`src/rtl/core/balance_torque_controller_assert.svh`:
```
// Assertion macros for the balance torque controller RTL
`ifndef BALANCE_TORQUE_CONTROLLER_ASSERT_SVH
`define BALANCE_TORQUE_CONTROLLER_ASSERT_SVH

// Same-cycle implication, checked on every clock edge outside reset
`define BTC_ASSERT_IMP(lbl, ante, cons, msg) \
    lbl: assert property (@(posedge i_clk) disable iff (!i_rst_n) \
        (ante) |-> (cons)) else $error(msg);

// Next-cycle implication, checked on every clock edge outside reset
`define BTC_ASSERT_NXT(lbl, ante, cons, msg) \
    lbl: assert property (@(posedge i_clk) disable iff (!i_rst_n) \
        (ante) |=> (cons)) else $error(msg);

`endif

```
`src/rtl/core/btc_pkg.sv`:
```
// Types, constants, microcode ROM and helpers for the balance torque controller
`timescale 1ns / 1ps
`default_nettype none

package btc_pkg;

    localparam int PC_W      = 4;
    localparam int CFG_IDX_W = 3;

    localparam logic [PC_W-1:0] UC_IDLE = '0;

    // Configuration register indexes
    typedef enum logic [CFG_IDX_W-1:0] {
        CFG_TILT_KP       = 3'd0,
        CFG_TILT_KD       = 3'd1,
        CFG_WHEEL_KP      = 3'd2,
        CFG_WHEEL_KD      = 3'd3,
        CFG_SYNC_KP       = 3'd4,
        CFG_SYNC_KD       = 3'd5,
        CFG_SAMPLE_PERIOD = 3'd6,
        CFG_SAMPLE_RATE   = 3'd7
    } t_cfg_idx;

    // Reset values of the configuration registers
    localparam logic signed [31:0] RST_TILT_KP  = -32'sd5296796;
    localparam logic signed [31:0] RST_TILT_KD  = -32'sd1654403;
    localparam logic signed [31:0] RST_WHEEL_KP = -32'sd41449;
    localparam logic signed [31:0] RST_WHEEL_KD = -32'sd157654;
    localparam logic signed [31:0] RST_SYNC_KP  = 32'sd3754936;
    localparam logic signed [31:0] RST_SYNC_KD  = 32'sd187746;
    localparam logic [31:0]        RST_PERIOD   = 32'd4294967;
    localparam logic [19:0]        RST_RATE     = 20'd1000;

    // Saturation bounds on the wide product/sum domain
    localparam logic signed [65:0] S32_MAX = 66'sd2147483647;
    localparam logic signed [65:0] S32_MIN = -66'sd2147483648;

    typedef struct packed {
        logic signed [31:0] gyro_rate;
        logic signed [31:0] right_joint_angle;
        logic signed [31:0] left_joint_angle;
    } t_in_item;

    typedef struct packed {
        logic signed [31:0] right_torque;
        logic signed [31:0] left_torque;
        logic signed [31:0] tilt_angle_out;
        logic signed [31:0] right_wheel_pos;
        logic signed [31:0] left_wheel_pos;
    } t_out_item;

    typedef struct packed {
        logic signed [31:0] tilt_kp;
        logic signed [31:0] tilt_kd;
        logic signed [31:0] wheel_kp;
        logic signed [31:0] wheel_kd;
        logic signed [31:0] sync_kp;
        logic signed [31:0] sync_kd;
        logic [31:0]        sample_period;
        logic [19:0]        sample_rate;
    } t_cfg;

    // Multiplier operand pair selected by a step
    typedef enum logic [3:0] {
        MUL_NONE,
        MUL_TILT_INT,
        MUL_RATE_R,
        MUL_RATE_L,
        MUL_TKP,
        MUL_TKD,
        MUL_WKP_R,
        MUL_WKD_R,
        MUL_WKP_L,
        MUL_WKD_L,
        MUL_SKP,
        MUL_SKD
    } t_mul_op;

    // Write-back of the registered product from the previous step
    typedef enum logic [3:0] {
        WB_NONE,
        WB_TILT,
        WB_WHEEL,
        WB_RR,
        WB_LR,
        WB_ACC_C_LOAD,
        WB_ACC_C_ADD,
        WB_ACC_R_LOAD,
        WB_ACC_R_ADD,
        WB_ACC_L_LOAD,
        WB_ACC_L_ADD,
        WB_ACC_L_NEG
    } t_wb_op;

    // Step sequencing
    typedef enum logic [1:0] {
        SEQ_NEXT,
        SEQ_WAIT_IN,
        SEQ_FINISH,
        SEQ_JUMP
    } t_seq_op;

    typedef struct packed {
        t_mul_op         mul_op;
        t_wb_op          wb_op;
        t_seq_op         seq_op;
        logic [PC_W-1:0] target;
    } t_ucode;

    // Datapath controls issued by the sequencer
    typedef struct packed {
        t_mul_op mul_op;
        t_wb_op  wb_op;
        logic    load_in;
        logic    load_out;
    } t_dp_ctrl;

    // Control program, one word per step
    function automatic t_ucode ucode_rom(input logic [PC_W-1:0] pc);
        t_ucode w;
        w = '{mul_op: MUL_NONE, wb_op: WB_NONE, seq_op: SEQ_NEXT, target: UC_IDLE};
        case (pc)
            4'd0:  w.seq_op = SEQ_WAIT_IN;
            4'd1:  w.mul_op = MUL_TILT_INT;
            4'd2:  w.wb_op  = WB_TILT;
            4'd3:  begin w.mul_op = MUL_TKP;    w.wb_op = WB_WHEEL;      end
            4'd4:  begin w.mul_op = MUL_RATE_R; w.wb_op = WB_ACC_C_LOAD; end
            4'd5:  begin w.mul_op = MUL_RATE_L; w.wb_op = WB_RR;         end
            4'd6:  begin w.mul_op = MUL_TKD;    w.wb_op = WB_LR;         end
            4'd7:  begin w.mul_op = MUL_WKP_R;  w.wb_op = WB_ACC_C_ADD;  end
            4'd8:  begin w.mul_op = MUL_WKD_R;  w.wb_op = WB_ACC_R_LOAD; end
            4'd9:  begin w.mul_op = MUL_WKP_L;  w.wb_op = WB_ACC_R_ADD;  end
            4'd10: begin w.mul_op = MUL_WKD_L;  w.wb_op = WB_ACC_L_LOAD; end
            4'd11: begin w.mul_op = MUL_SKP;    w.wb_op = WB_ACC_L_ADD;  end
            4'd12: begin w.mul_op = MUL_SKD;    w.wb_op = WB_ACC_L_NEG;  end
            4'd13: w.wb_op  = WB_ACC_L_ADD;
            4'd14: w.seq_op = SEQ_FINISH;
            default: w.seq_op = SEQ_JUMP;
        endcase
        return w;
    endfunction

    // Clamp a wide signed value to 32 bits
    function automatic logic signed [31:0] sat32(input logic signed [65:0] v);
        logic signed [31:0] r;
        if (v > S32_MAX) begin
            r = 32'sh7fffffff;
        end else if (v < S32_MIN) begin
            r = 32'sh80000000;
        end else begin
            r = v[31:0];
        end
        return r;
    endfunction

endpackage

`default_nettype wire

```
`src/rtl/core/btc_cfg_regs.sv`:
```
// Configuration register file of the balance torque controller
`timescale 1ns / 1ps
`default_nettype none

module btc_cfg_regs (
    input  wire                             i_clk,
    input  wire                             i_rst_n,
    input  wire                             i_wr_en,
    input  wire  [btc_pkg::CFG_IDX_W-1:0]   i_wr_index,
    input  wire  [31:0]                     i_wr_data,
    output btc_pkg::t_cfg                   o_cfg
);
    import btc_pkg::*;

    t_cfg r_cfg;

    // Register writes, decoded by index
    always_ff @(posedge i_clk) begin
        if (!i_rst_n) begin
            r_cfg.tilt_kp       <= RST_TILT_KP;
            r_cfg.tilt_kd       <= RST_TILT_KD;
            r_cfg.wheel_kp      <= RST_WHEEL_KP;
            r_cfg.wheel_kd      <= RST_WHEEL_KD;
            r_cfg.sync_kp       <= RST_SYNC_KP;
            r_cfg.sync_kd       <= RST_SYNC_KD;
            r_cfg.sample_period <= RST_PERIOD;
            r_cfg.sample_rate   <= RST_RATE;
        end else if (i_wr_en) begin
            unique case (t_cfg_idx'(i_wr_index))
                CFG_TILT_KP:       r_cfg.tilt_kp       <= $signed(i_wr_data);
                CFG_TILT_KD:       r_cfg.tilt_kd       <= $signed(i_wr_data);
                CFG_WHEEL_KP:      r_cfg.wheel_kp      <= $signed(i_wr_data);
                CFG_WHEEL_KD:      r_cfg.wheel_kd      <= $signed(i_wr_data);
                CFG_SYNC_KP:       r_cfg.sync_kp       <= $signed(i_wr_data);
                CFG_SYNC_KD:       r_cfg.sync_kd       <= $signed(i_wr_data);
                CFG_SAMPLE_PERIOD: r_cfg.sample_period <= i_wr_data;
                CFG_SAMPLE_RATE:   r_cfg.sample_rate   <= i_wr_data[19:0];
                default:           r_cfg               <= r_cfg;
            endcase
        end
    end

    assign o_cfg = r_cfg;

endmodule

`default_nettype wire

```
`config.mk`:
```
export PLATFORM = sky130hd
export DESIGN_NAME = btc_cfg_regs
export DESIGN_NICKNAME = d
export VERILOG_FILES = /design/src/rtl/core/balance_torque_controller_assert.svh /design/src/rtl/core/btc_pkg.sv /design/src/rtl/core/btc_cfg_regs.sv
export SDC_FILE = /design/constraint.sdc
export NUM_CORES = 1
export LEC_CHECK = 0
export ABC_AREA = 1
export BUFFER_PORTS_ARGS = -buffer_cell sky130_fd_sc_hd__buf_2
export CORE_MARGIN = 2
export CORE_UTILIZATION = 40
export CTS_CLUSTER_SIZE = 30
export DETAILED_ROUTE_END_ITERATION = 6
export PLACE_DENSITY = 0.68
export RECOVER_POWER = 25
export SLEW_MARGIN = 40
export SYNTH_ARGS = -nofsm -noshare
export SYNTH_HDL_FRONTEND = slang
export SYNTH_SLANG_ARGS = --single-unit
```
`constraint.sdc`:
```
create_clock -name i_clk -period 3.6 [get_ports i_clk]
set_input_delay 0.72 -clock i_clk [delete_from_list [all_inputs] [get_ports i_clk]]
set_output_delay 0.72 -clock i_clk [all_outputs]
set_load 0.02 [all_outputs]
```
==> results of run 1 <==
## stage by stage
| step | utilization, % | setup slack (ns) | instances |
|---|---|---|---|
| floorplan | - | 1.95 | 1239 |
| global placement | 48.1 | 1.19 | 1731 |
| detailed placement | 48.4 | 1.15 | 1734 |
| CTS | 52.2 | 1.71 | 1781 |
| global route | 52.1 | 0.931 | 1781 |
| finish | 52.1 | 1.11 | 1781 |
## area by class of cell
type	count	area share, %
sequential	244	42.9
clock buffer	37	6.52
tap	280	3.07
inverter	39	1.28
multi-input combinational	874	31.7
clock inverter	10	0.659
timing repair buffer	297	13.9
## path summary, 6_finish.rpt
path	end	from	slack [ns]
worst max-delay path	o_cfg[125]	i_wr_en	1.11
worst min-delay path	o_cfg[91]	i_wr_data[7]	0.45
worst max register to register	o_cfg[217]	o_cfg[217]	2.94
worst min register to register	o_cfg[146]	o_cfg[146]	0.45
## per-layer routing
| layer | up-vias | share of wire, % |
|---|---|---|
| li1 | 4354 | - |
| met1 | 4040 | 44 |
| met2 | 352 | 44 |
| met3 | 63 | 7.9 |
| met4 | 2 | 3.4 |
| met5 | - | 0.042 |
## kinds of logic (layout without fill, tap and decap cells)
kind of cell,count (synthesis),count (layout),synth area share [%]
DFF,244,244,54.6
buffers and inverters,121,383,5.48
and+or+nand+nor,874,874,40.0
## critical path, stage by stage
cell	delay, ns
clkbuf_1	0.18
inv_1	0.10
nor2_4	0.20
clkbuf_1	1.25
nand3_1	0.25
nand2_1	0.14
nor2_1	0.04
## power by group through the flow
stage          Clock, mW  Combinational, mW  Sequential [mW]
2_1_floorplan          0              0.266             3.02
3_3_place_gp           0              0.633             2.90
3_5_place_dp           0              0.644             2.91
4_1_cts             2.63              0.646             2.85
5_1_grt             2.73              0.702             2.86
6_report            2.59              0.645             2.85
## layout by cell type, fill, tap and decap left out
| master | n |
|---|---|
| nand2_1 | 395 |
| buf_2 | 279 |
| dfxtp_1 | 244 |
| nor2_1 | 236 |
| nand3_1 | 230 |
| inv_1 | 38 |
| clkbuf_16 | 27 |
| buf_4 | 11 |
| clkbuf_1 | 9 |
| clkinv_2 | 9 |
| nor2_2 | 7 |
| nor2_4 | 3 |
| nand2_2 | 3 |
| clkbuf_8 | 3 |
| buf_16 | 2 |
| inv_2 | 1 |
| bufinv_16 | 1 |
| clkbuf_2 | 1 |
| buf_12 | 1 |
| buf_8 | 1 |
==> results.txt, run 1 <==
----------------------------------------------------
[Run status]
  Run status ... finished, violations left
  Violated checks ... max-capacitance violations, max-slew violations

[Timing]
  Setup repair after global routing missed its margin ... no
  Max transition margin ... -13.6%
  Number of setup violations in the final report ... 0
  Upper clock frequency limit ... 0.401 GHz
  Worst Tran Pin Value ... between 1.5 and 2 ns
  Share of the clock period used by the worst path ... 69.2%
  Final total negative setup slack ... 0 ns
  Endpoints failing hold ... 0
  Max Slew Vio Count ... around 110
  Final critical delay including setup and external delays ... ~2.5 ns
  Max Clock Skew ... 0 ns
  Post-Route Hold Slack ... 0.448 ns

[Clocking]
  CTS Buf Count ... 27
  Clock Sinks ... ~240
  Total number of H-tree levels ... 1
  CTS clock-pin slew for the worst setup and hold paths ... about 0.060 ns
  Post-CTS sizing ... 0
  Cell at the root of the clock tree ... clkbuf_16
  Hold bufs inserted after CTS ... 0
  Clock tree from TritonCTS ... done
  Worst skew pair latency ... 0.52 ns
  Maximum count of clock buffers along a single path ... 3
  Setup fix buffers added after clock tree synthesis ... 0

[Yosys]
  Number of distinct library cells after synthesis ... 10
  Yosys warning count ... 0
  Leading post-synthesis cells by instance count ... nand2_1 (397), dfxtp_1 (244), nor2_1 (243)
  Leading cell types by total area after synthesis ... dfxtp_1 (55%), nand2_1 (17%), nand3_1 (13%), nor2_1 (10%), clkbuf_1 (1.7%)
  Register bit total from synthesis ... around 240
  Combined area of all synthesized cells ... 8950 µm²
  Library cell with the largest summed area after synthesis ... dfxtp_1
  Synthesized area per cell ... about 7.2 µm²
  Number of flops mapped to enable cells by yosys ... 0
  Primary flip-flop cell chosen by synthesis mapping ... dfxtp_1
  Gate count of the mapped netlist ... ~1200
  Fraction of synthesis flops using an asynchronous set or reset pin ... 0%
  Net Count, Synth ... ~1300
  Most used standard cell by instance count after synthesis ... nand2_1
  Share of the yosys chip area belonging to registers ... between 50% and 60%
  Fraction of post-synthesis cell area in the top cell type by area ... a little over half

[Detailed routing]
  Wirelength per Cell ... 17.4 µm
  DRC viols ... 0
  DR vias ... about 8800
  Vias per std cell ... slightly below 5
  Initial detailed-routing violation count ... just over 600
  Total Wirelength ... slightly above 30 mm
  Number of iterations in the first detailed-routing pass ... 5
  Detail Route Antenna Nets ... 0

[Floorplan]
  DIE HEIGHT ... 154 µm
  X dimension of the die ... between 150 and 200 µm
  Initial cell density of the core ... approximately 41%
  Rows ... between 50 and 60
  Core area ... ~22000 µm²
  I/O pin count ... 282
  Full die area ... 23600 µm²

[Global route]
  Number of antenna violations at the first check in global routing ... 1
  Most used routing layer ... met2
  Total track usage ... between 20% and 30%
  Met2 Track Usage GR ... roughly two fifths
  Global-route met3 utilization ... 4.79%
  Remaining global-route overflow ... 0
  Met1 track demand over resource in global routing ... 35.0%
  Global-route wire length before repair ... roughly 47 mm
  Vias in the first global route ... 7986
  Maximum number of pins on one net before global-route repair ... between 90 and 100

[Layout]
  Flip-flop count of the largest register, all copies and words added ... 244
  Share of final-layout standard cells stronger than drive strength 1 ... a little under a quarter
  Number of antenna diodes ... 0
  Final design area excluding fillers ... between 10000 and 15000 µm²
  Area growth syn-to-layout ... 27.3%
  Total area of multi-input combinational cells ... around 3600 µm²
  Fill cells ... ~2200
  Sequential cell area ... around 4900 µm²
  Final Net Count ... 1521

[Worst setup path]
  Cell count of the worst reg-to-reg path ... 2
  Critical path fanouts, max ... 37
  CP arrival ... 2.91 ns
  Kind of end point of the critical path ... flip-flop
  Setup crit start kind ... input port
  Required time of the critical path ... approximately 4.0 ns
  Class of the most critical setup path ... input port to flip-flop

[Power]
  VDD IR-drop max ... about 0.36 mV
  Cell-internal power ... roughly 4.5 mW
  Clock group share of total power ... between 40% and 50%
  Switching fraction of total power ... 26.2%
  Power after layout ... between 6 and 7 mW
  Power density over cell area ... between 500 and 600 nW/µm²
  Leakage power ... 5.65 nW
  Switching power summed over all nets ... about 1.6 mW
  Combinational fraction of design power ... 10.6%
  Fraction of power consumed by sequential logic ... between 40 and 50%

[Placed design]
  Placed instance area ... approximately 11000 µm²
  # port buffers ... between 200 and 300
  Detailed Place HPWL ... 20.9 mm
  GPL Wtd Cong ... 0.834

[Worst hold path]
  Cells on Worst Hold Path ... 3
  Hold Crit Class ... input port to flip-flop

[Run]
  Max_cap viols ... 2

----------------------------------------------------
Power figures use the tool's default switching activity.
==> run 2, diff against run 1 <==
==> constraint.sdc (replaced) <==
create_clock -name i_clk -period 2.4 [get_ports i_clk]
set_input_delay 0.48 -clock i_clk [delete_from_list [all_inputs] [get_ports i_clk]]
set_output_delay 0.48 -clock i_clk [all_outputs]
set_load 0.02 [all_outputs]
==> results.txt, run 2 (synthesis gave the netlist of run 1 again) <==
----------------------------------------------------
[Power]
  Leakage power ... 5.64 nW (was 5.65 nW)
  VDD IR-drop max ... 0.460 mV (was 0.364 mV)
  Power density over cell area ... 787 nW/µm² (was 533 nW/µm²)
  Power after layout ... 8.97 mW (was 6.08 mW)

[Worst setup path]
  Kind of end point of the critical path ... flip-flop (unchanged)
  RR Startpoint ... o_cfg[219] (was o_cfg[217])
  Required time of the critical path ... 2.79 ns (was 4.02 ns)
  Setup crit start kind ... input port (unchanged)
  Worst setup path startpoint ... i_wr_en (unchanged)
  Most common cell type on the critical path ... nand2_1 (was clkbuf_1)
  Class of the most critical setup path ... input port to flip-flop (unchanged)
  Critical path fanouts, max ... 21 (was 37)
  CP arrival ... 2.20 ns (was 2.91 ns)
  List of cells traversed by the critical path ... clkbuf_1 -> inv_1 -> nor2_1 -> nand2_1 -> nand2_1 -> nand3_1 (was clkbuf_1 -> inv_1 -> nor2_4 -> clkbuf_1 -> nand3_1 -> nand2_1 -> nor2_1)
  Master of the slowest instance on the critical path ... nand2_1 (was clkbuf_1)
  Worst stage delay on the critical path ... 0.68 ns (was 1.25 ns)

[Detailed routing]
  Vias per std cell ... 5.01 (was 4.95)
  DRC viols ... 0 (unchanged)
  Number of iterations in the first detailed-routing pass ... 5 (unchanged)
  Initial detailed-routing violation count ... 722 (was 612)
  Detail Route Antenna Nets ... 0 (unchanged)
  DR vias ... 8923 (was 8811)
  Wirelength per Cell ... 17.4 µm (about the same)
  Total Wirelength ... 30.9 mm (was 31.0 mm)

[Timing]
  Max Slew Vio Count ... 0 (was 114)
  Share of the clock period used by the worst path ... ~75%
  Final critical delay including setup and external delays ... 1.81 ns
  Setup repair after global routing missed its margin ... no (unchanged)
  Worst Tran Pin Value ... 1.15 ns (was 1.70 ns)
  Max transition margin ... 23.3% (was -13.6%)
  Max Clock Skew ... 0 ns (unchanged)
  Number of setup violations in the final report ... 0 (unchanged)
  Upper clock frequency limit ... roughly 0.55 GHz
  Endpoints failing hold ... 0 (unchanged)
  Final total negative setup slack ... 0 ns (unchanged)

[Run]
  Max_cap viols ... 0 (was 2)

[Clocking]
  CTS clock-pin slew for the worst setup and hold paths ... 0.06 ns (about the same)
  Clock tree from TritonCTS ... done (unchanged)
  Setup fix buffers added after clock tree synthesis ... 0 (unchanged)
  Clock Sinks ... 244 (unchanged)
  Worst skew pair latency ... 0.52 ns (about the same)
  Total number of H-tree levels ... 1 (unchanged)
  Maximum count of clock buffers along a single path ... 3 (unchanged)
  Post-CTS sizing ... 0 (unchanged)
  Cell at the root of the clock tree ... clkbuf_16 (unchanged)
  CTS Buf Count ... 26 (was 27)
  Hold bufs inserted after CTS ... 0 (unchanged)

[Worst hold path]
  Hold Crit Class ... input port to flip-flop (unchanged)
  Source of the worst hold timing path ... i_wr_data[7] (unchanged)

[Floorplan]
  I/O pin count ... 282 (unchanged)
  Rows ... 54 (unchanged)
  X dimension of the die ... 154 µm (unchanged)
  Initial cell density of the core ... 40.9% (unchanged)
  Full die area ... 23600 µm² (unchanged)
  DIE HEIGHT ... 154 µm (unchanged)
  Core area ... 21900 µm² (unchanged)

[Global route]
  Remaining global-route overflow ... 0 (unchanged)
  Total track usage ... 25.2% (was 25.0%)
  Vias in the first global route ... 8152 (was 7986)
  Number of antenna violations at the first check in global routing ... 1 (unchanged)
  Maximum number of pins on one net before global-route repair ... 86 (was 94)
  Global-route wire length before repair ... 47.0 mm (was 46.7 mm)

[Layout]
  Utilization after layout ... 52.1% (about the same)
  Most frequent cells in the layout ... nand2_1 (398), buf_2 (278), dfxtp_1 (244) (was nand2_1 (395), buf_2 (279), dfxtp_1 (244))
  Share of final-layout standard cells stronger than drive strength 1 ... 22.9% (was 23.3%)
  Final Net Count ... 1528 (was 1521)
  Leading cell type in the layout, fill and taps excluded ... nand2_1 (unchanged)
  Fill cells ... 2187 (was 2209)
  Area growth syn-to-layout ... 27.3% (about the same)
  Flip-flop count of the largest register, all copies and words added ... 244 (unchanged)

[Placed design]
  Detailed Place HPWL ... 21.2 mm (was 20.9 mm)
  # port buffers ... 281 (unchanged)
  GPL Wtd Cong ... 0.849 (was 0.834)

[Run status]
  Run status ... finished clean (was finished, violations left)

----------------------------------------------------
run 2: worst paths after layout:
kind                     end  slack [ns]  cells past startpoint
setup reg to reg  o_cfg[219]        1.79                      2
hold / removal      o_cfg[7]        0.23                      3
hold reg to reg    o_cfg[64]        0.45                      2
setup / recovery  o_cfg[217]        0.59                      6
run 2: area by class of cell:
class,instances,area (µm²),share of cell area (%)
Antenna cell,1,2.50,0.0219
Sequential cell,244,4880,42.8
Inverter,39,146,1.28
Timing Repair Buffer,305,1640,14.4
Multi-Input combinational cell,874,3610,31.6
Clock buffer,37,763,6.69
Tap cell,280,350,3.07
Clock inverter,1,7.51,0.0658
run 2: power breakdown:
group / total (mW) / switching (mW) / internal (mW)
clock: 3.73 / 1.56 / 2.17
sequential: 4.28 / 0.0782 / 4.20
combinational: 0.969 / 0.692 / 0.277
run 2: metrics by stage:
stage               instances  worst slack [ns]  instance area [µm²]  hold slack, ns
floorplan                1239             0.990                 8950           0.542
global placement         1742             0.563                10700           0.434
detailed placement       1742             0.527                10700           0.437
CTS                      1780             0.831                11400           0.221
global route             1781             0.474                11400           0.234
finish                   1781             0.593                11400           0.234
run 2: metal layers:
layer	global-route usage (%)	share of wire [%]	up-vias
met3	5.69	8.4	64
li1	-	-	4368
met5	0	0	-
met1	34.9	44	4072
met2	38.8	44	419
met4	8.69	3.5	0
run 2: worst max-delay path: cells and delay by family:
| family | cells | cell delay (ns) |
|---|---|---|
| AND/OR/NAND/NOR | 4 | 1.53 |
| buffers and inverters | 2 | 0.18 |
==> run 3, diff against run 2 <==
==> constraint.sdc (replaced) <==
create_clock -name i_clk -period 1.8 [get_ports i_clk]
set_input_delay 0.36 -clock i_clk [delete_from_list [all_inputs] [get_ports i_clk]]
set_output_delay 0.36 -clock i_clk [all_outputs]
set_load 0.02 [all_outputs]
==> results.txt, run 3 (synthesis gave the netlist of run 1 again) <==
----------------------------------------------------
[Run status]
  Run status ... finished clean (unchanged)

[Clocking]
  Total number of H-tree levels ... 1 (unchanged)
  CTS clock-pin slew for the worst setup and hold paths ... 0.06 ns (about the same)
  Post-CTS sizing ... 0 (unchanged)
  Clock tree from TritonCTS ... done (unchanged)
  Maximum count of clock buffers along a single path ... 3 (unchanged)
  Worst skew pair latency ... 0.51 ns (was 0.52 ns)
  Clock Sinks ... 244 (unchanged)
  Cell at the root of the clock tree ... clkbuf_16 (unchanged)
  Setup fix buffers added after clock tree synthesis ... 0 (unchanged)
  CTS Buf Count ... 25 (was 26)
  Hold bufs inserted after CTS ... 0 (unchanged)

[Layout]
  Non-filler instance count after layout ... 1792 (was 1781)
  Final Net Count ... 1536 (was 1528)
  Area growth syn-to-layout ... 28.6% (was 27.3%)
  Sequential cell area ... 4880 µm² (unchanged)
  Leading cell type in the layout, fill and taps excluded ... nand2_1 (unchanged)
  Fill cells ... 2146 (was 2187)
  Share of final-layout standard cells stronger than drive strength 1 ... 23.8% (was 22.9%)
  Total area of multi-input combinational cells ... 3610 µm² (unchanged)
  Flip-flop count of the largest register, all copies and words added ... 244 (unchanged)
  Most frequent cells in the layout ... nand2_1 (398), buf_2 (279), dfxtp_1 (244) (was nand2_1 (398), buf_2 (278), dfxtp_1 (244))

[Detailed routing]
  Wirelength per Cell ... 17.2 µm (was 17.4 µm)
  Number of iterations in the first detailed-routing pass ... 5 (unchanged)
  Initial detailed-routing violation count ... 641 (was 722)
  Detail Route Antenna Nets ... 0 (unchanged)
  Vias per std cell ... 4.95 (was 5.01)
  DRC viols ... 0 (unchanged)
  Total Wirelength ... 30.9 mm (about the same)
  DR vias ... 8870 (was 8923)

[Floorplan]
  DIE HEIGHT ... 154 µm (unchanged)
  Rows ... 54 (unchanged)
  Initial cell density of the core ... 40.9% (unchanged)
  Full die area ... 23600 µm² (unchanged)
  I/O pin count ... 282 (unchanged)
  X dimension of the die ... 154 µm (unchanged)
  Core area ... 21900 µm² (unchanged)

[Power]
  VDD IR-drop max ... 0.632 mV (was 0.460 mV)
  Power after layout ... 11.9 mW (was 8.97 mW)
  Power density over cell area ... 1030 nW/µm² (was 787 nW/µm²)
  Leakage power ... 5.71 nW (was 5.64 nW)

[Placed design]
  Cell total after placement ... 1751 (was 1742)
  Detailed Place HPWL ... 21.4 mm (was 21.2 mm)
  GPL Wtd Cong ... 0.845 (was 0.849)
  # port buffers ... 281 (unchanged)

[Timing]
  Number of setup violations in the final report ... 0 (unchanged)
  Post-Route Hold Slack ... 0.106 ns (was 0.234 ns)
  Final critical delay including setup and external delays ... approximately 1.5 ns
  Max Clock Skew ... 0 ns (unchanged)
  Setup repair after global routing missed its margin ... no (unchanged)
  Final total negative setup slack ... 0 ns (unchanged)
  Upper clock frequency limit ... around 0.67 GHz
  Max Slew Vio Count ... 0 (unchanged)
  Worst Tran Pin Value ... 0.770 ns (was 1.15 ns)
  Share of the clock period used by the worst path ... 82.9%
  Endpoints failing hold ... 0 (unchanged)
  Max transition margin ... 48.5% (was 23.3%)

[Worst setup path]
  Class of the most critical setup path ... input port to flip-flop (unchanged)
  Setup crit start kind ... input port (unchanged)
  CP arrival ... 1.89 ns (was 2.20 ns)
  Required time of the critical path ... 2.19 ns (was 2.79 ns)
  Critical path fanouts, max ... 30 (was 21)
  Count of buffering cells on the critical path with inverters included ... 3 (was 2)
  Master of the slowest instance on the critical path ... clkbuf_2 (was nand2_1)
  Kind of end point of the critical path ... flip-flop (unchanged)
  Most common cell type on the critical path ... nand2_1 (unchanged)
  Worst stage delay on the critical path ... 0.57 ns (was 0.68 ns)
  List of cells traversed by the critical path ... buf_2 -> inv_1 -> nor2_2 -> clkbuf_2 -> nand2_1 -> nand2_1 -> nand3_1 (was clkbuf_1 -> inv_1 -> nor2_1 -> nand2_1 -> nand2_1 -> nand3_1)
  Largest delay share family, worst path ... buffers and inverters (was simple AND/OR/NAND/NOR gates)

[Global route]
  Maximum number of pins on one net before global-route repair ... 65 (was 86)
  Number of antenna violations at the first check in global routing ... 1 (unchanged)
  Remaining global-route overflow ... 0 (unchanged)
  Total track usage ... 25.3% (was 25.2%)
  Vias in the first global route ... 8353 (was 8152)
  Global-route wire length before repair ... 47.3 mm (was 47.0 mm)

[Run]
  Max_cap viols ... 0 (unchanged)

[Worst hold path]
  Hold Crit Class ... input port to flip-flop (unchanged)

----------------------------------------------------
## run 3: cell types whose count changed in the layout (fill, tap and decap cells not counted), sizes merged
cell | previous run | this run
clkinv | 0 | 3
clkbuf | 45 | 39
buf | 297 | 311
## run 3: layout make-up
| type | instances | share of cell area [%] |
|---|---|---|
| Timing Repair Buffer | 314 | 15.4 |
| Clock buffer | 36 | 6.31 |
| Tap cell | 280 | 3.04 |
| Inverter | 39 | 1.27 |
| Antenna cell | 1 | 0.0217 |
| Sequential cell | 244 | 42.4 |
| Clock inverter | 4 | 0.196 |
| Multi-Input combinational cell | 874 | 31.3 |
## run 3: path summary, 6_finish.rpt
| kind | from | end | depth (start not counted) | slack (ns) |
|---|---|---|---|---|
| setup / recovery | i_wr_index[1] | o_cfg[36] | 7 | 0.31 |
| hold / removal | i_wr_data[7] | o_cfg[7] | 3 | 0.11 |
| setup reg to reg | o_cfg[36] | o_cfg[36] | 2 | 1.20 |
| hold reg to reg | o_cfg[139] | o_cfg[139] | 2 | 0.45 |
## run 3: layer usage
metal  part of all wire [%]  routed length (µm)  up-vias  track usage (%)
met1                     44               13600     4047             35.0
li1                       -                   -     4385                -
met2                     44               13600      362             39.1
met4                    4.2                1280        0             9.26
met5                      0                   0        -                0
met3                    7.8                2420       76             5.27
## run 3: tightest hold or removal path: cells and delay by family
kind	cells	cell delay, ns
buffers and inverters	1	0.11
and+or+nand+nor	2	0.13
## run 3: per-stage QoR
stage	util (%)	cell area, µm²	worst slack (ns)
CTS	52.7	11500	0.361
finish	52.6	11500	0.307
global route	52.6	11500	0.177
detailed placement	49.3	10800	0.169
floorplan	-	8950	0.510
global placement	49.3	10800	0.207
## run 3: report_power, final
part | switching (mW) | internal, mW | total (mW)
Clock | 2.07 | 2.77 | 4.84
Sequential | 0.104 | 5.59 | 5.70
Combinational | 0.926 | 0.390 | 1.32
Total | 3.10 | 8.75 | 11.9
