[config.mk]
export PLATFORM = sky130hd
export DESIGN_NAME = btc_seq
export DESIGN_NICKNAME = d
export VERILOG_FILES = /design/src/rtl/core/balance_torque_controller_assert.svh /design/src/rtl/core/btc_pkg.sv /design/src/rtl/core/btc_seq.sv
export SDC_FILE = /design/constraint.sdc
export NUM_CORES = 1
export LEC_CHECK = 0
export ABC_AREA = 1
export BUFFER_PORTS_ARGS = -buffer_cell sky130_fd_sc_hd__buf_2
export CELL_PAD_IN_SITES_DETAIL_PLACEMENT = 0
export CELL_PAD_IN_SITES_GLOBAL_PLACEMENT = 1
export CORE_MARGIN = 2
export CORE_UTILIZATION = 35
export CTS_CLUSTER_SIZE = 20
export DETAILED_ROUTE_END_ITERATION = 8
export PLACE_DENSITY_LB_ADDON = 0.1
export REMOVE_ABC_BUFFERS = 1
export SLEW_MARGIN = 25
export SYNTH_ARGS = -nofsm -noshare
export SYNTH_HDL_FRONTEND = slang
export SYNTH_SLANG_ARGS = --single-unit
[constraint.sdc]
create_clock -name i_clk -period 3.8 [get_ports i_clk]
set_clock_uncertainty 0.1 [all_clocks]
set_input_delay 0.95 -clock i_clk [delete_from_list [all_inputs] [get_ports i_clk]]
set_output_delay 0.95 -clock i_clk [all_outputs]
set_load 0.05 [all_outputs]
[src/rtl/core/balance_torque_controller_assert.svh]
// Assertion macros for the balance torque controller RTL
`ifndef BALANCE_TORQUE_CONTROLLER_ASSERT_SVH
`define BALANCE_TORQUE_CONTROLLER_ASSERT_SVH

// Same-cycle implication, checked on every clock edge outside reset
`define BTC_ASSERT_IMP(lbl, ante, cons, msg) \
    lbl: assert property (@(posedge i_clk) disable iff (!i_rst_n) \
        (ante) |-> (cons)) else $error(msg);

// Next-cycle implication, checked on every clock edge outside reset
`define BTC_ASSERT_NXT(lbl, ante, cons, msg) \
    lbl: assert property (@(posedge i_clk) disable iff (!i_rst_n) \
        (ante) |=> (cons)) else $error(msg);

`endif

[src/rtl/core/btc_pkg.sv]
// Types, constants, microcode ROM and helpers for the balance torque controller
`timescale 1ns / 1ps
`default_nettype none

package btc_pkg;

    localparam int PC_W      = 4;
    localparam int CFG_IDX_W = 3;

    localparam logic [PC_W-1:0] UC_IDLE = '0;

    // Configuration register indexes
    typedef enum logic [CFG_IDX_W-1:0] {
        CFG_TILT_KP       = 3'd0,
        CFG_TILT_KD       = 3'd1,
        CFG_WHEEL_KP      = 3'd2,
        CFG_WHEEL_KD      = 3'd3,
        CFG_SYNC_KP       = 3'd4,
        CFG_SYNC_KD       = 3'd5,
        CFG_SAMPLE_PERIOD = 3'd6,
        CFG_SAMPLE_RATE   = 3'd7
    } t_cfg_idx;

    // Reset values of the configuration registers
    localparam logic signed [31:0] RST_TILT_KP  = -32'sd5296796;
    localparam logic signed [31:0] RST_TILT_KD  = -32'sd1654403;
    localparam logic signed [31:0] RST_WHEEL_KP = -32'sd41449;
    localparam logic signed [31:0] RST_WHEEL_KD = -32'sd157654;
    localparam logic signed [31:0] RST_SYNC_KP  = 32'sd3754936;
    localparam logic signed [31:0] RST_SYNC_KD  = 32'sd187746;
    localparam logic [31:0]        RST_PERIOD   = 32'd4294967;
    localparam logic [19:0]        RST_RATE     = 20'd1000;

    // Saturation bounds on the wide product/sum domain
    localparam logic signed [65:0] S32_MAX = 66'sd2147483647;
    localparam logic signed [65:0] S32_MIN = -66'sd2147483648;

    typedef struct packed {
        logic signed [31:0] gyro_rate;
        logic signed [31:0] right_joint_angle;
        logic signed [31:0] left_joint_angle;
    } t_in_item;

    typedef struct packed {
        logic signed [31:0] right_torque;
        logic signed [31:0] left_torque;
        logic signed [31:0] tilt_angle_out;
        logic signed [31:0] right_wheel_pos;
        logic signed [31:0] left_wheel_pos;
    } t_out_item;

    typedef struct packed {
        logic signed [31:0] tilt_kp;
        logic signed [31:0] tilt_kd;
        logic signed [31:0] wheel_kp;
        logic signed [31:0] wheel_kd;
        logic signed [31:0] sync_kp;
        logic signed [31:0] sync_kd;
        logic [31:0]        sample_period;
        logic [19:0]        sample_rate;
    } t_cfg;

    // Multiplier operand pair selected by a step
    typedef enum logic [3:0] {
        MUL_NONE,
        MUL_TILT_INT,
        MUL_RATE_R,
        MUL_RATE_L,
        MUL_TKP,
        MUL_TKD,
        MUL_WKP_R,
        MUL_WKD_R,
        MUL_WKP_L,
        MUL_WKD_L,
        MUL_SKP,
        MUL_SKD
    } t_mul_op;

    // Write-back of the registered product from the previous step
    typedef enum logic [3:0] {
        WB_NONE,
        WB_TILT,
        WB_WHEEL,
        WB_RR,
        WB_LR,
        WB_ACC_C_LOAD,
        WB_ACC_C_ADD,
        WB_ACC_R_LOAD,
        WB_ACC_R_ADD,
        WB_ACC_L_LOAD,
        WB_ACC_L_ADD,
        WB_ACC_L_NEG
    } t_wb_op;

    // Step sequencing
    typedef enum logic [1:0] {
        SEQ_NEXT,
        SEQ_WAIT_IN,
        SEQ_FINISH,
        SEQ_JUMP
    } t_seq_op;

    typedef struct packed {
        t_mul_op         mul_op;
        t_wb_op          wb_op;
        t_seq_op         seq_op;
        logic [PC_W-1:0] target;
    } t_ucode;

    // Datapath controls issued by the sequencer
    typedef struct packed {
        t_mul_op mul_op;
        t_wb_op  wb_op;
        logic    load_in;
        logic    load_out;
    } t_dp_ctrl;

    // Control program, one word per step
    function automatic t_ucode ucode_rom(input logic [PC_W-1:0] pc);
        t_ucode w;
        w = '{mul_op: MUL_NONE, wb_op: WB_NONE, seq_op: SEQ_NEXT, target: UC_IDLE};
        case (pc)
            4'd0:  w.seq_op = SEQ_WAIT_IN;
            4'd1:  w.mul_op = MUL_TILT_INT;
            4'd2:  w.wb_op  = WB_TILT;
            4'd3:  begin w.mul_op = MUL_TKP;    w.wb_op = WB_WHEEL;      end
            4'd4:  begin w.mul_op = MUL_RATE_R; w.wb_op = WB_ACC_C_LOAD; end
            4'd5:  begin w.mul_op = MUL_RATE_L; w.wb_op = WB_RR;         end
            4'd6:  begin w.mul_op = MUL_TKD;    w.wb_op = WB_LR;         end
            4'd7:  begin w.mul_op = MUL_WKP_R;  w.wb_op = WB_ACC_C_ADD;  end
            4'd8:  begin w.mul_op = MUL_WKD_R;  w.wb_op = WB_ACC_R_LOAD; end
            4'd9:  begin w.mul_op = MUL_WKP_L;  w.wb_op = WB_ACC_R_ADD;  end
            4'd10: begin w.mul_op = MUL_WKD_L;  w.wb_op = WB_ACC_L_LOAD; end
            4'd11: begin w.mul_op = MUL_SKP;    w.wb_op = WB_ACC_L_ADD;  end
            4'd12: begin w.mul_op = MUL_SKD;    w.wb_op = WB_ACC_L_NEG;  end
            4'd13: w.wb_op  = WB_ACC_L_ADD;
            4'd14: w.seq_op = SEQ_FINISH;
            default: w.seq_op = SEQ_JUMP;
        endcase
        return w;
    endfunction

    // Clamp a wide signed value to 32 bits
    function automatic logic signed [31:0] sat32(input logic signed [65:0] v);
        logic signed [31:0] r;
        if (v > S32_MAX) begin
            r = 32'sh7fffffff;
        end else if (v < S32_MIN) begin
            r = 32'sh80000000;
        end else begin
            r = v[31:0];
        end
        return r;
    endfunction

endpackage

`default_nettype wire

[src/rtl/core/btc_seq.sv]
// Microcode sequencer: step counter, control ROM and handshake control
`timescale 1ns / 1ps
`default_nettype none

module btc_seq (
    input  wire                  i_clk,
    input  wire                  i_rst_n,
    input  wire                  i_in_valid,
    input  wire                  i_out_stall,
    output logic                 o_in_stall,
    output logic                 o_out_valid,
    output btc_pkg::t_dp_ctrl    o_ctrl
);
    import btc_pkg::*;

    logic [PC_W-1:0] r_pc;
    logic [PC_W-1:0] n_pc;
    logic            r_out_valid;
    logic            n_out_valid;
    t_ucode          word;
    logic            out_free;

    assign word     = ucode_rom(r_pc);
    assign out_free = !r_out_valid || !i_out_stall;

    // Next step: advance, wait for a request, wait for a free output slot, or jump to the target
    always_comb begin
        n_pc = r_pc;
        unique case (word.seq_op)
            SEQ_NEXT:    n_pc = r_pc + 1'b1;
            SEQ_WAIT_IN: if (i_in_valid) n_pc = r_pc + 1'b1;
            SEQ_FINISH:  if (out_free) n_pc = word.target;
            SEQ_JUMP:    n_pc = word.target;
            default:     n_pc = UC_IDLE;
        endcase
    end

    // Datapath controls for this step
    always_comb begin
        o_ctrl.mul_op   = word.mul_op;
        o_ctrl.wb_op    = word.wb_op;
        o_ctrl.load_in  = (word.seq_op == SEQ_WAIT_IN) && i_in_valid;
        o_ctrl.load_out = (word.seq_op == SEQ_FINISH) && out_free;
        o_in_stall      = (word.seq_op != SEQ_WAIT_IN);
    end

    // Output slot occupancy
    always_comb begin
        n_out_valid = r_out_valid;
        if (o_ctrl.load_out) begin
            n_out_valid = 1'b1;
        end else if (!i_out_stall) begin
            n_out_valid = 1'b0;
        end
    end

    always_ff @(posedge i_clk) begin
        if (!i_rst_n) begin
            r_pc        <= UC_IDLE;
            r_out_valid <= 1'b0;
        end else begin
            r_pc        <= n_pc;
            r_out_valid <= n_out_valid;
        end
    end

    assign o_out_valid = r_out_valid;

endmodule

`default_nettype wire

==> key figures, run 1 <==
Critical path
  – CP Max Fanout: 5
  – WP data arrival: 1.73 ns
  – WS Path Type: reg2out
  – Crit-path max cell delay: 0.37 ns
  – Critical Path Source Type: flop
  – Crit end category: output port
  – Req. time, crit path: about 2.8 ns
  – Critical-path top delay cell: dfxtp_1
  – CP cell instances: inv_1 -> ha_1 -> nand3_1 -> nand2_1 -> a211oi_1 -> nand3_1 -> buf_2
  – Most frequent CP cell: nand3_1

Route
  – 1st-pass router iterations: 3
  – Routed WL: approximately 1.1 mm
  – Routed vias: 524
  – DR WL/cell: 9.93 um
  – Remaining antenna violation count: 0
  – Drt first-iter violations: 13
  – Post-DR vias/cell: 4.56
  – DRC Markers: 0

Worst hold path
  – Worst min-delay path category: reg2reg

Power
  – Maximum VDD drop: 0.000321 V
  – Pint: 0.000173 W
  – Net Sw Power: 0.000227 W
  – Clock network fraction of total power: 14.7%
  – Switching share of power: 56.7%
  – Power share of the sequential group: 18.7%
  – Design Power: 0.000401 W
  – Pwr dens: 656 nW/um^2
  – Logic pwr share: 66.6%
  – Leakage: 0.378 nW

Floorplanning
  – Die area: ~1800 sq um
  – Core area: 1350 sq um
  – Die W: between 40 and 50 um
  – Io pins: 16
  – Row cnt: 13
  – Die H: 42.6 um
  – Initial core utilization: 38.6%

GRT
  – Total GRT Usage: 14.7%
  – Vias in the first global route: ~490
  – Remaining Overflow, GRT: 0
  – Antenna violations before repair: 0
  – Largest net degree at the start of global routing: 12
  – Met3 GRT Util: 3.88%
  – Met2 usage: a little under a quarter
  – First-pass GRT wire length: about 2 mm
  – Most Crowded Layer GR: met2
  – Routing usage on met1: 17.8%

Timing
  – Max-slew violations: 0
  – Final hold violation count: 0
  – Period minus WS final: 2.78 ns
  – Setup tns final: 0 ns
  – Fmax: 360 MHz
  – Slew @ Worst Pin: 0.440 ns
  – Max-slew headroom: 70.6%
  – Final Cycle Share: between 70% and 80%
  – RSZ-0062 raised after global routing: false
  – # setup viols final: 0

Placement
  – Area after DPL: 584 sq um
  – Post-DP HPWL: 932 um
  – Placed Cells incl. Taps: ~110
  – Final Wtd Congestion: 0.836
  – PortBufs: 15

Final layout
  – Final Instance Area: 611 sq um
  – P&R area growth vs syn: 17.3%
  – Final Non-Filler Cells: 115
  – Final nets: 109
  – Core Util, Final: 45.2%
  – Fillers: 156
  – Antenna fix cells: 0
  – FF/Latch Area: 100 sq um
  – Area of the multi-input gates: 338 sq um
  – Share of layout cells above drive strength 1: 25.0%

CTS
  – Cts hold-fix bufs: 0
  – Root Driver: clkbuf_4
  – Clock Tree Buf Depth: 2
  – TritonCTS clock tree: built
  – PostCTS Resize Cnt: 0
  – H-Tree Depth: 1
  – Sink Count: 5
  – Number of buffers created by CTS: 3
  – Clock transition at path regs: 0.04 ns
  – Clock latency on the worst-skew pair: 0.23 ns
  – Setup Buffers After CTS: 0

Yosys
  – Mean Syn Cell Area: between 6 and 7 sq um
  – Synth cell types: 20
  – Synthesized flop and latch total: 5
  – Mapped Cells: 84
  – Ys Warns: 0
  – Synthesized area: 520 sq um
  – Post-synthesis sequential area ratio: 19.2%

Job
  – Max-Cap Viols: 0

Outcome
  – Status: complete, no violations
[metrics by stage]
stage | hold slack (ns) | setup WS (ns)
6_report | 0.494 | 1.02
5_1_grt | 0.557 | 0.757
4_1_cts | 0.501 | 1.00
3_5_place_dp | 0.492 | 1.24
3_3_place_gp | 0.480 | 1.26
2_1_floorplan | 0.480 | 1.00
[power groups by stage]
stage                     Combinational, W  Sequential (W)  Clock [W]
after floorplan                   0.000218       0.0000733          0
after global placement            0.000272       0.0000757          0
after detailed placement          0.000268       0.0000760          0
after CTS                         0.000270       0.0000750  0.0000623
after global routing              0.000296       0.0000769  0.0000666
final                             0.000267       0.0000749  0.0000589
[flip-flops by register name (all words and copies together) (netlist names)]
name	flops
o_out_valid	1
r_pc	4
[Yosys cell counts, drive strengths merged]
cell | number | area share [%]
nand2 | 21 | 18
o21a | 1 | 1.4
nand3 | 15 | 14
nor3 | 1 | 0.96
dfxtp | 5 | 19
ha | 4 | 9.6
xor2 | 3 | 5.0
o21ai | 2 | 1.9
a211oi | 1 | 1.4
inv | 14 | 10
nor2 | 13 | 11
buf | 3 | 5.8
a31oi | 1 | 1.2
[cell type report]
cell class / instances / share of cell area [%]
Multi-Input combinational cell: 62 / 55.3
Timing Repair Buffer: 15 / 12.3
Inverter: 14 / 8.61
Clock buffer: 4 / 4.30
Sequential cell: 5 / 16.4
Tap cell: 15 / 3.07
[per-layer routing]
layer | wire length [um] | up-vias | share of wire [%]
li1 | - | 293 | -
met1 | 536 | 222 | 47
met2 | 575 | 9 | 50
met3 | 30 | 0 | 2.6
met4 | 0 | 0 | 0
met5 | 0 | - | 0
[cells by family (layout without fill, tap and decap cells)]
kind of cell               count (synthesis)  in the layout  share of synthesized area (%)
buffers and inverters                     17             33                           15.9
xor gates and xnor gates                   3              3                           5.05
and+or+nand+nor                           50             50                           44.2
AOI/OAI and AO/OA                          5              5                           6.01
DFF                                        5              5                           19.2
adders and majority gates                  4              4                           9.62
[cells in the final DEF, fill, tap and decap left out]
master | netlist | routed
o21a_1 | 1 | 1
nor3_1 | 1 | 1
nand2_4 | 1 | 1
buf_2 | 0 | 15
nand3_1 | 15 | 15
nor2_4 | 1 | 1
nand2_1 | 18 | 18
nand2_2 | 2 | 2
ha_1 | 4 | 4
o21ai_1 | 1 | 1
dfxtp_1 | 5 | 5
a31oi_1 | 1 | 1
inv_2 | 2 | 2
clkbuf_4 | 0 | 3
a211oi_1 | 1 | 1
nor2_1 | 11 | 11
xor2_1 | 3 | 3
clkbuf_1 | 0 | 1
inv_1 | 12 | 12
o21ai_0 | 1 | 1
nor2_2 | 1 | 1
[path summary, 6_finish.rpt]
check,from,end,slack [ns],cells after the start
setup / recovery,r_pc[0],o_ctrl[6],1.02,7
hold / removal,o_out_valid,o_out_valid,0.49,3
setup reg to reg,r_pc[0],r_pc[2],2.13,10
hold reg to reg,o_out_valid,o_out_valid,0.49,3
[worst max-delay path, delay by kind of cell (launching register included)]
kind	cells	cell delay, ns
adders and majority gates	1	0.26
buffers and inverters	2	0.32
and+or+nand+nor	3	0.29
AOI/OAI and AO/OA	1	0.27
DFF	1	0.37
Note: power is estimated with default switching activity, not from simulation.
==> run 2: changes to the inputs <==
- ABC_AREA: 1 -> 0
- CORE_UTILIZATION: 35 -> 34
- clock period: 3.8 -> 2.65 ns (I/O delays scaled with it)
==> key figures, run 2 <==
Outcome
  – Status: complete, no violations (unchanged)

Yosys
  – Commonest cells in the netlist: 11 x nand2_1, 8 x nor2_1, 6 x inv_1 (was 18 x nand2_1, 15 x nand3_1, 12 x inv_1)
  – Synthesized area: 536 sq um (was 520 sq um)
  – Mean Syn Cell Area: 7.54 sq um (was 6.20 sq um)
  – Post-synthesis sequential area ratio: 18.7% (was 19.2%)
  – XOR/XNOR share of the synthesized area: 0% (was 5.05%)
  – Dominant cell type by area after synthesis: dfxtp_1 (unchanged)
  – Largest family of logic cells by synthesized area: compound AO/OA/AOI/OAI gates (was simple AND/OR/NAND/NOR gates)
  – Mux contribution to synthesized area: 0% (unchanged)
  – Mapped Cells: 71 (was 84)
  – Synthesized-area fraction occupied by adder cells: 9.35% (was 9.62%)
  – Most used DFF post-synth: dfxtp_1 (unchanged)
  – Most numerous cell in the Yosys netlist: nand2_1 (unchanged)
  – Synth cell types: 29 (was 20)
  – Asr flop ratio synth: 0% (unchanged)
  – Ys Warns: 0 (unchanged)
  – Simple-Gate Fraction of Synth Area: 23.4% (was 44.2%)
  – EDFF count, synth: 0 (unchanged)
  – Synthesized flop and latch total: 5 (unchanged)
  – Synth top area cells: dfxtp_1 19%, ha_1 9.3%, nand2_1 7.7%, nor2_1 5.6%, a32oi_4 5.1% (was dfxtp_1 19%, nand3_1 14%, nand2_1 13%, ha_1 9.6%, inv_1 8.7%)
  – Compound-cell area share of the yosys netlist: 36.9% (was 6.01%)
  – Post-synth top area share: 18.7% (was 19.2%)

Power
  – Logic pwr share: 70.5% (was 66.6%)
  – Pint: 0.000294 W (was 0.000173 W)
  – Pwr dens: 1030 nW/um^2 (was 656 nW/um^2)
  – Net Sw Power: 0.000358 W (was 0.000227 W)
  – Power share of the sequential group: 16.3% (was 18.7%)
  – Clock network fraction of total power: 13.2% (was 14.7%)
  – Design Power: 0.000652 W (was 0.000401 W)
  – Maximum VDD drop: 0.000496 V (was 0.000321 V)
  – Switching share of power: 54.9% (was 56.7%)
  – Leakage: 0.290 nW (was 0.378 nW)

Job
  – Max-Cap Viols: 0 (unchanged)

Placement
  – PortBufs: 15 (unchanged)
  – Pre-CTS setup slack: 0.348 ns (was 1.24 ns)
  – Post-DP HPWL: 886 um (was 932 um)
  – Final Wtd Congestion: 0.753 (was 0.836)

Floorplanning
  – Die H: 43.7 um (was 42.6 um)
  – Initial core utilization: 36.0% (was 38.6%)
  – Core area: 1490 sq um (was 1350 sq um)
  – Row cnt: 14 (was 13)
  – Io pins: 16 (unchanged)
  – Die area: 1910 sq um (was 1810 sq um)
  – Die W: 43.7 um (was 42.6 um)

GRT
  – Antenna violations before repair: 0 (unchanged)
  – Remaining Overflow, GRT: 0 (unchanged)
  – First-pass GRT wire length: 1.84 mm (was 2.01 mm)
  – Total GRT Usage: 12.9% (was 14.7%)
  – Vias in the first global route: 438 (was 492)
  – Largest net degree at the start of global routing: 13 (was 12)

Final layout
  – Share of layout cells above drive strength 1: 30.2% (was 25.0%)
  – Fillers: 174 (was 156)
  – P&R area growth vs syn: 18.0% (was 17.3%)
  – Commonest non-fill, non-tap cell in the layout: buf_2 (was nand2_1)
  – Core Util, Final: 42.4% (was 45.2%)
  – Largest register FFs: 4 (unchanged)
  – Antenna fix cells: 0 (unchanged)
  – Commonest non-fill, non-tap cells in the layout: 14 x buf_2, 11 x nand2_1, 8 x nor2_1 (was 18 x nand2_1, 15 x nand3_1, 15 x buf_2)
  – Final nets: 95 (was 109)
  – Reg with most FFs: r_pc (unchanged)

CTS
  – Number of buffers created by CTS: 3 (unchanged)
  – Clock transition at path regs: 0.04 ns (about the same)
  – TritonCTS clock tree: built (unchanged)
  – Clock Tree Buf Depth: 2 (unchanged)
  – Sink Count: 5 (unchanged)
  – Clock latency on the worst-skew pair: 0.24 ns (was 0.23 ns)
  – Root Driver: clkbuf_4 (unchanged)
  – H-Tree Depth: 1 (unchanged)
  – Setup Buffers After CTS: 0 (unchanged)

Timing
  – # setup viols final: 0 (unchanged)
  – Setup tns final: 0 ns (unchanged)
  – Fmax: 399 MHz
  – Max-slew violations: 0 (unchanged)
  – Slew @ Worst Pin: 0.373 ns (was 0.440 ns)
  – Period minus WS final: 2.50 ns
  – Final Cycle Share: 94.5%
  – Max-slew headroom: 75.1% (was 70.6%)
  – Setup ws final: 0.147 ns (was 1.02 ns)
  – Final hold violation count: 0 (unchanged)

Worst hold path
  – Worst min-delay path category: reg2reg (unchanged)

Route
  – Remaining antenna violation count: 0 (unchanged)
  – Routed vias: 538 (was 524)
  – Routed WL: 1.15 mm (was 1.14 mm)
  – DR WL/cell: 11.3 um (was 9.93 um)
  – 1st-pass router iterations: 4 (was 3)
  – Post-DR vias/cell: 5.27 (was 4.56)
  – Drt first-iter violations: 7 (was 13)
  – DRC Markers: 0 (unchanged)

Critical path
  – CP Max Fanout: 5 (unchanged)
  – WS Path Type: reg2out (unchanged)
  – WP data arrival: 1.74 ns (was 1.73 ns)
  – Crit end category: output port (unchanged)
  – Req. time, crit path: 1.89 ns (was 2.75 ns)
  – Critical Path Source Type: flop (unchanged)
-- run 2: cell count changes after synthesis, moves of 3 or more --
cell     delta
nand3_1    -11
nand2_1     -7
inv_1       -6
a21oi_1     +5
nor2_1      -3
xor2_1      -3
-- run 2: what timing repair did --
action                     CTS  global route
setup endpoints to repair    0             3
resized for setup            0             3
hold buffers                 0             0
-- run 2: critical path, stage by stage, from the launching register on --
cell and delay, ns:
dfxtp_1 0.39, inv_1 0.10, ha_1 0.21, nor2_1 0.26
a221oi_1 0.14, a21o_1 0.19, clkbuf_4 0.21
-- run 2: final cells by class --
| cell class | instances | area, sq um | share of cell area (%) |
|---|---|---|---|
| tap | 16 | 20.0 | 3.17 |
| timing repair buffer | 16 | 85.1 | 13.5 |
| clock buffer | 4 | 26.3 | 4.16 |
| sequential | 5 | 100 | 15.8 |
| multi-input combinational | 55 | 378 | 59.8 |
| inverter | 6 | 22.5 | 3.56 |
-- run 2: kinds of logic after synthesis --
group           count (synthesis)
simple gates                   28
compound gates                 23
buf+inv                        11
fa+ha+maj                       4
flops                           5
-- run 2: worst paths after layout --
| path | from | to | slack, ns | cells past startpoint |
|---|---|---|---|---|
| setup / recovery | r_pc[0] | o_ctrl[5] | 0.15 | 6 |
| hold / removal | o_out_valid | o_out_valid | 0.36 | 2 |
| setup reg to reg | r_pc[0] | r_pc[3] | 0.99 | 6 |
| hold reg to reg | o_out_valid | o_out_valid | 0.36 | 2 |
-- run 2: power groups by stage --
| stage | Sequential [W] | Clock, W | Combinational, W |
|---|---|---|---|
| floorplan | 0.000104 | 0 | 0.000373 |
| global placement | 0.000107 | 0 | 0.000458 |
| detailed placement | 0.000107 | 0 | 0.000455 |
| CTS | 0.000106 | 0.0000907 | 0.000455 |
| global route | 0.000110 | 0.0000959 | 0.000502 |
| finish | 0.000106 | 0.0000859 | 0.000460 |
-- run 2: through the flow --
step           area, sq um  hold WS (ns)  cells
6_report               632         0.365    102
5_1_grt                632         0.431    102
4_1_cts                624         0.370    102
3_5_place_dp           598         0.367     98
3_3_place_gp           598         0.361     98
2_1_floorplan          495         0.376     66
-- run 2: layer usage --
layer | GRT usage, % | vias to the layer above | wire length, um | share of wire [%]
li1 | - | 278 | - | -
met1 | 17.5 | 247 | 539 | 47
met2 | 18.8 | 13 | 546 | 47
met3 | 5.00 | 0 | 68 | 5.9
met4 | 3.64 | 0 | 0 | 0
met5 | 0 | - | 0 | 0
==> run 3: changes to the inputs <==
- CORE_UTILIZATION: 34 -> 25
==> key figures, run 3 (synthesis gave the netlist of run 2 again) <==
Timing
  – Period minus WS final: 2.50 ns (about the same)
  – RSZ-0062 raised after global routing: false
  – # setup viols final: 0 (unchanged)
  – Max-slew headroom: 76.6% (was 75.1%)
  – Fmax: 401 MHz (was 399 MHz)
  – Min Hold Slack: 0.386 ns (was 0.365 ns)
  – Final Cycle Share: 94.2% (was 94.5%)
  – Slew @ Worst Pin: 0.350 ns (was 0.373 ns)
  – Max-slew violations: 0 (unchanged)
  – Setup ws final: 0.154 ns (was 0.147 ns)
  – Final hold violation count: 0 (unchanged)

Placement
  – PortBufs: 15 (unchanged)
  – Placed Cells incl. Taps: 110 (was 98)
  – Pre-CTS setup slack: 0.350 ns (was 0.348 ns)
  – Final Wtd Congestion: 0.741 (was 0.753)
  – Area after DPL: 619 sq um (was 598 sq um)
  – Post-DP HPWL: 1.05 mm (was 886 um)

Final layout
  – Final Instance Area: 648 sq um (was 632 sq um)
  – Share of layout cells above drive strength 1: 29.9% (was 30.2%)
  – Commonest non-fill, non-tap cells in the layout: 15 x buf_2, 11 x nand2_1, 8 x nor2_1 (was 14 x buf_2, 11 x nand2_1, 8 x nor2_1)
  – Largest register FFs: 4 (unchanged)
  – Final nets: 96 (was 95)
  – Fillers: 224 (was 174)
  – P&R area growth vs syn: 21.0% (was 18.0%)
  – Final Non-Filler Cells: 114 (was 102)
  – Antenna fix cells: 0 (unchanged)
  – Reg with most FFs: r_pc (unchanged)
  – Commonest non-fill, non-tap cell in the layout: buf_2 (unchanged)

Worst hold path
  – Worst min-delay path category: reg2reg (unchanged)
  – Hold Path Stages: 2 (unchanged)

Critical path
  – RR Startpoint: r_pc[0] (unchanged)
  – CP Max Fanout: 7 (was 5)
  – Crit end category: output port (unchanged)
  – Critical Path Start: r_pc[0] (unchanged)
  – Req. time, crit path: 1.89 ns (about the same)
  – WP buf/inv: 3 (was 2)
  – Most frequent CP cell: inv_1
  – Number of cells on the worst reg-to-reg path: 6 (unchanged)
  – Critical path depth: 6 (unchanged)
  – WP data arrival: 1.73 ns (was 1.74 ns)
  – Critical Path Source Type: flop (unchanged)
  – Critical-path top delay cell: a221oi_1 (was dfxtp_1)
  – Crit-path max cell delay: 0.35 ns (was 0.39 ns)
  – Worst r2r dst: r_pc[2] (was r_pc[3])
  – Top Family by Delay on Critical Path: compound AO/OA/AOI/OAI gates (was flip-flops)
  – WS Path Type: reg2out (unchanged)
  – R2r setup slk: 0.96 ns (was 0.99 ns)
  – CP endpoint: o_ctrl[5] (unchanged)
  – CP cell instances: inv_1 -> ha_2 -> inv_1 -> a221oi_1 -> a21o_1 -> buf_2 (was inv_1 -> ha_1 -> nor2_1 -> a221oi_1 -> a21o_1 -> clkbuf_4)

GRT
  – Antenna violations before repair: 0 (unchanged)
  – Vias in the first global route: 498 (was 438)
  – First-pass GRT wire length: 2.19 mm (was 1.84 mm)
  – Largest net degree at the start of global routing: 11 (was 13)
  – Total GRT Usage: 11.1% (was 12.9%)
  – Remaining Overflow, GRT: 0 (unchanged)

Outcome
  – Status: complete, no violations (unchanged)

Floorplanning
  – Die W: 50.3 um (was 43.7 um)
  – Initial core utilization: 27.0% (was 36.0%)
  – Row cnt: 16 (was 14)
  – Die H: 50.3 um (was 43.7 um)
  – Core area: 1980 sq um (was 1490 sq um)
  – Io pins: 16 (unchanged)
  – Die area: 2530 sq um (was 1910 sq um)

CTS
  – Clock transition at path regs: 0.04 ns (about the same)
  – TritonCTS clock tree: built (unchanged)
  – H-Tree Depth: 1 (unchanged)
  – Root Driver: clkbuf_4 (unchanged)
  – Clock latency on the worst-skew pair: 0.24 ns (about the same)
  – Setup Buffers After CTS: 0 (unchanged)
  – Sink Count: 5 (unchanged)
  – Clock Tree Buf Depth: 2 (unchanged)
  – Number of buffers created by CTS: 3 (unchanged)

Route
  – 1st-pass router iterations: 4 (unchanged)
  – Routed WL: 1.24 mm (was 1.15 mm)
  – Post-DR vias/cell: 4.74 (was 5.27)
  – DRC Markers: 0 (unchanged)
  – Drt first-iter violations: 9 (was 7)
  – Routed vias: 540 (was 538)
  – DR WL/cell: 10.9 um (was 11.3 um)
  – Remaining antenna violation count: 0 (unchanged)

Job
  – Max-Cap Viols: 0 (unchanged)

Power
  – Design Power: 0.000653 W (was 0.000652 W)
  – Leakage: 0.295 nW (was 0.290 nW)
  – Pwr dens: 1010 nW/um^2 (was 1030 nW/um^2)
  – Maximum VDD drop: 0.000320 V (was 0.000496 V)
-- run 3: cell count changes in the layout (fill, tap and decap cells not counted) --
cell      delta
buf_2        +1
buf_4        +1
clkbuf_4     -1
nor2b_1      +1
nor2b_2      -1
-- run 3: final cells by class --
type | count | area (sq um) | share of cell area (%)
clock buffer | 4 | 26.3 | 4.05
inverter | 6 | 22.5 | 3.47
multi-input combinational | 55 | 375 | 57.9
sequential | 5 | 100 | 15.4
tap | 27 | 33.8 | 5.21
timing repair buffer | 17 | 90.1 | 13.9
-- run 3: tightest hold or removal path, cell delays in order (launching register included) --
cell,delay (ns)
dfxtp_1,0.32
nand2_1,0.05
a21boi_0,0.06
-- run 3: report_power, final --
group	switching (W)	total [W]	internal, W
Combinational	0.000316	0.000463	0.000147
Sequential	0.0000156	0.000104	0.0000886
Clock	0.0000290	0.0000857	0.0000568
Total	0.000360	0.000653	0.000292
-- run 3: routing by layer --
| metal | routed length (um) | global-route usage, % | up-vias |
|---|---|---|---|
| met1 | 568 | 13.9 | 241 |
| met2 | 620 | 18.9 | 16 |
| met5 | 0 | 0 | - |
| met3 | 54 | 2.68 | 0 |
| li1 | - | - | 283 |
| met4 | 0 | 2.78 | 0 |
-- run 3: worst min path at each step --
stage,startpoint,endpoint
3_3_place_gp,o_out_valid,o_out_valid
5_1_grt,r_pc[0],r_pc[0]
3_5_place_dp,o_out_valid,o_out_valid
4_1_cts,o_out_valid,o_out_valid
6_report,o_out_valid,o_out_valid
2_1_floorplan,r_pc[1],r_pc[1]
-- run 3: what timing repair did --
action	in CTS	in global routing
resized for setup	0	1
hold buffers	0	0
endpoints found under the setup margin	0	2
-- run 3: per-stage QoR --
stage	setup TNS, ns	util, %
after global placement	0	31.3
after floorplan	-1.12	-
after global routing	0	32.7
final	0	32.7
after detailed placement	0	31.3
after CTS	0	32.6
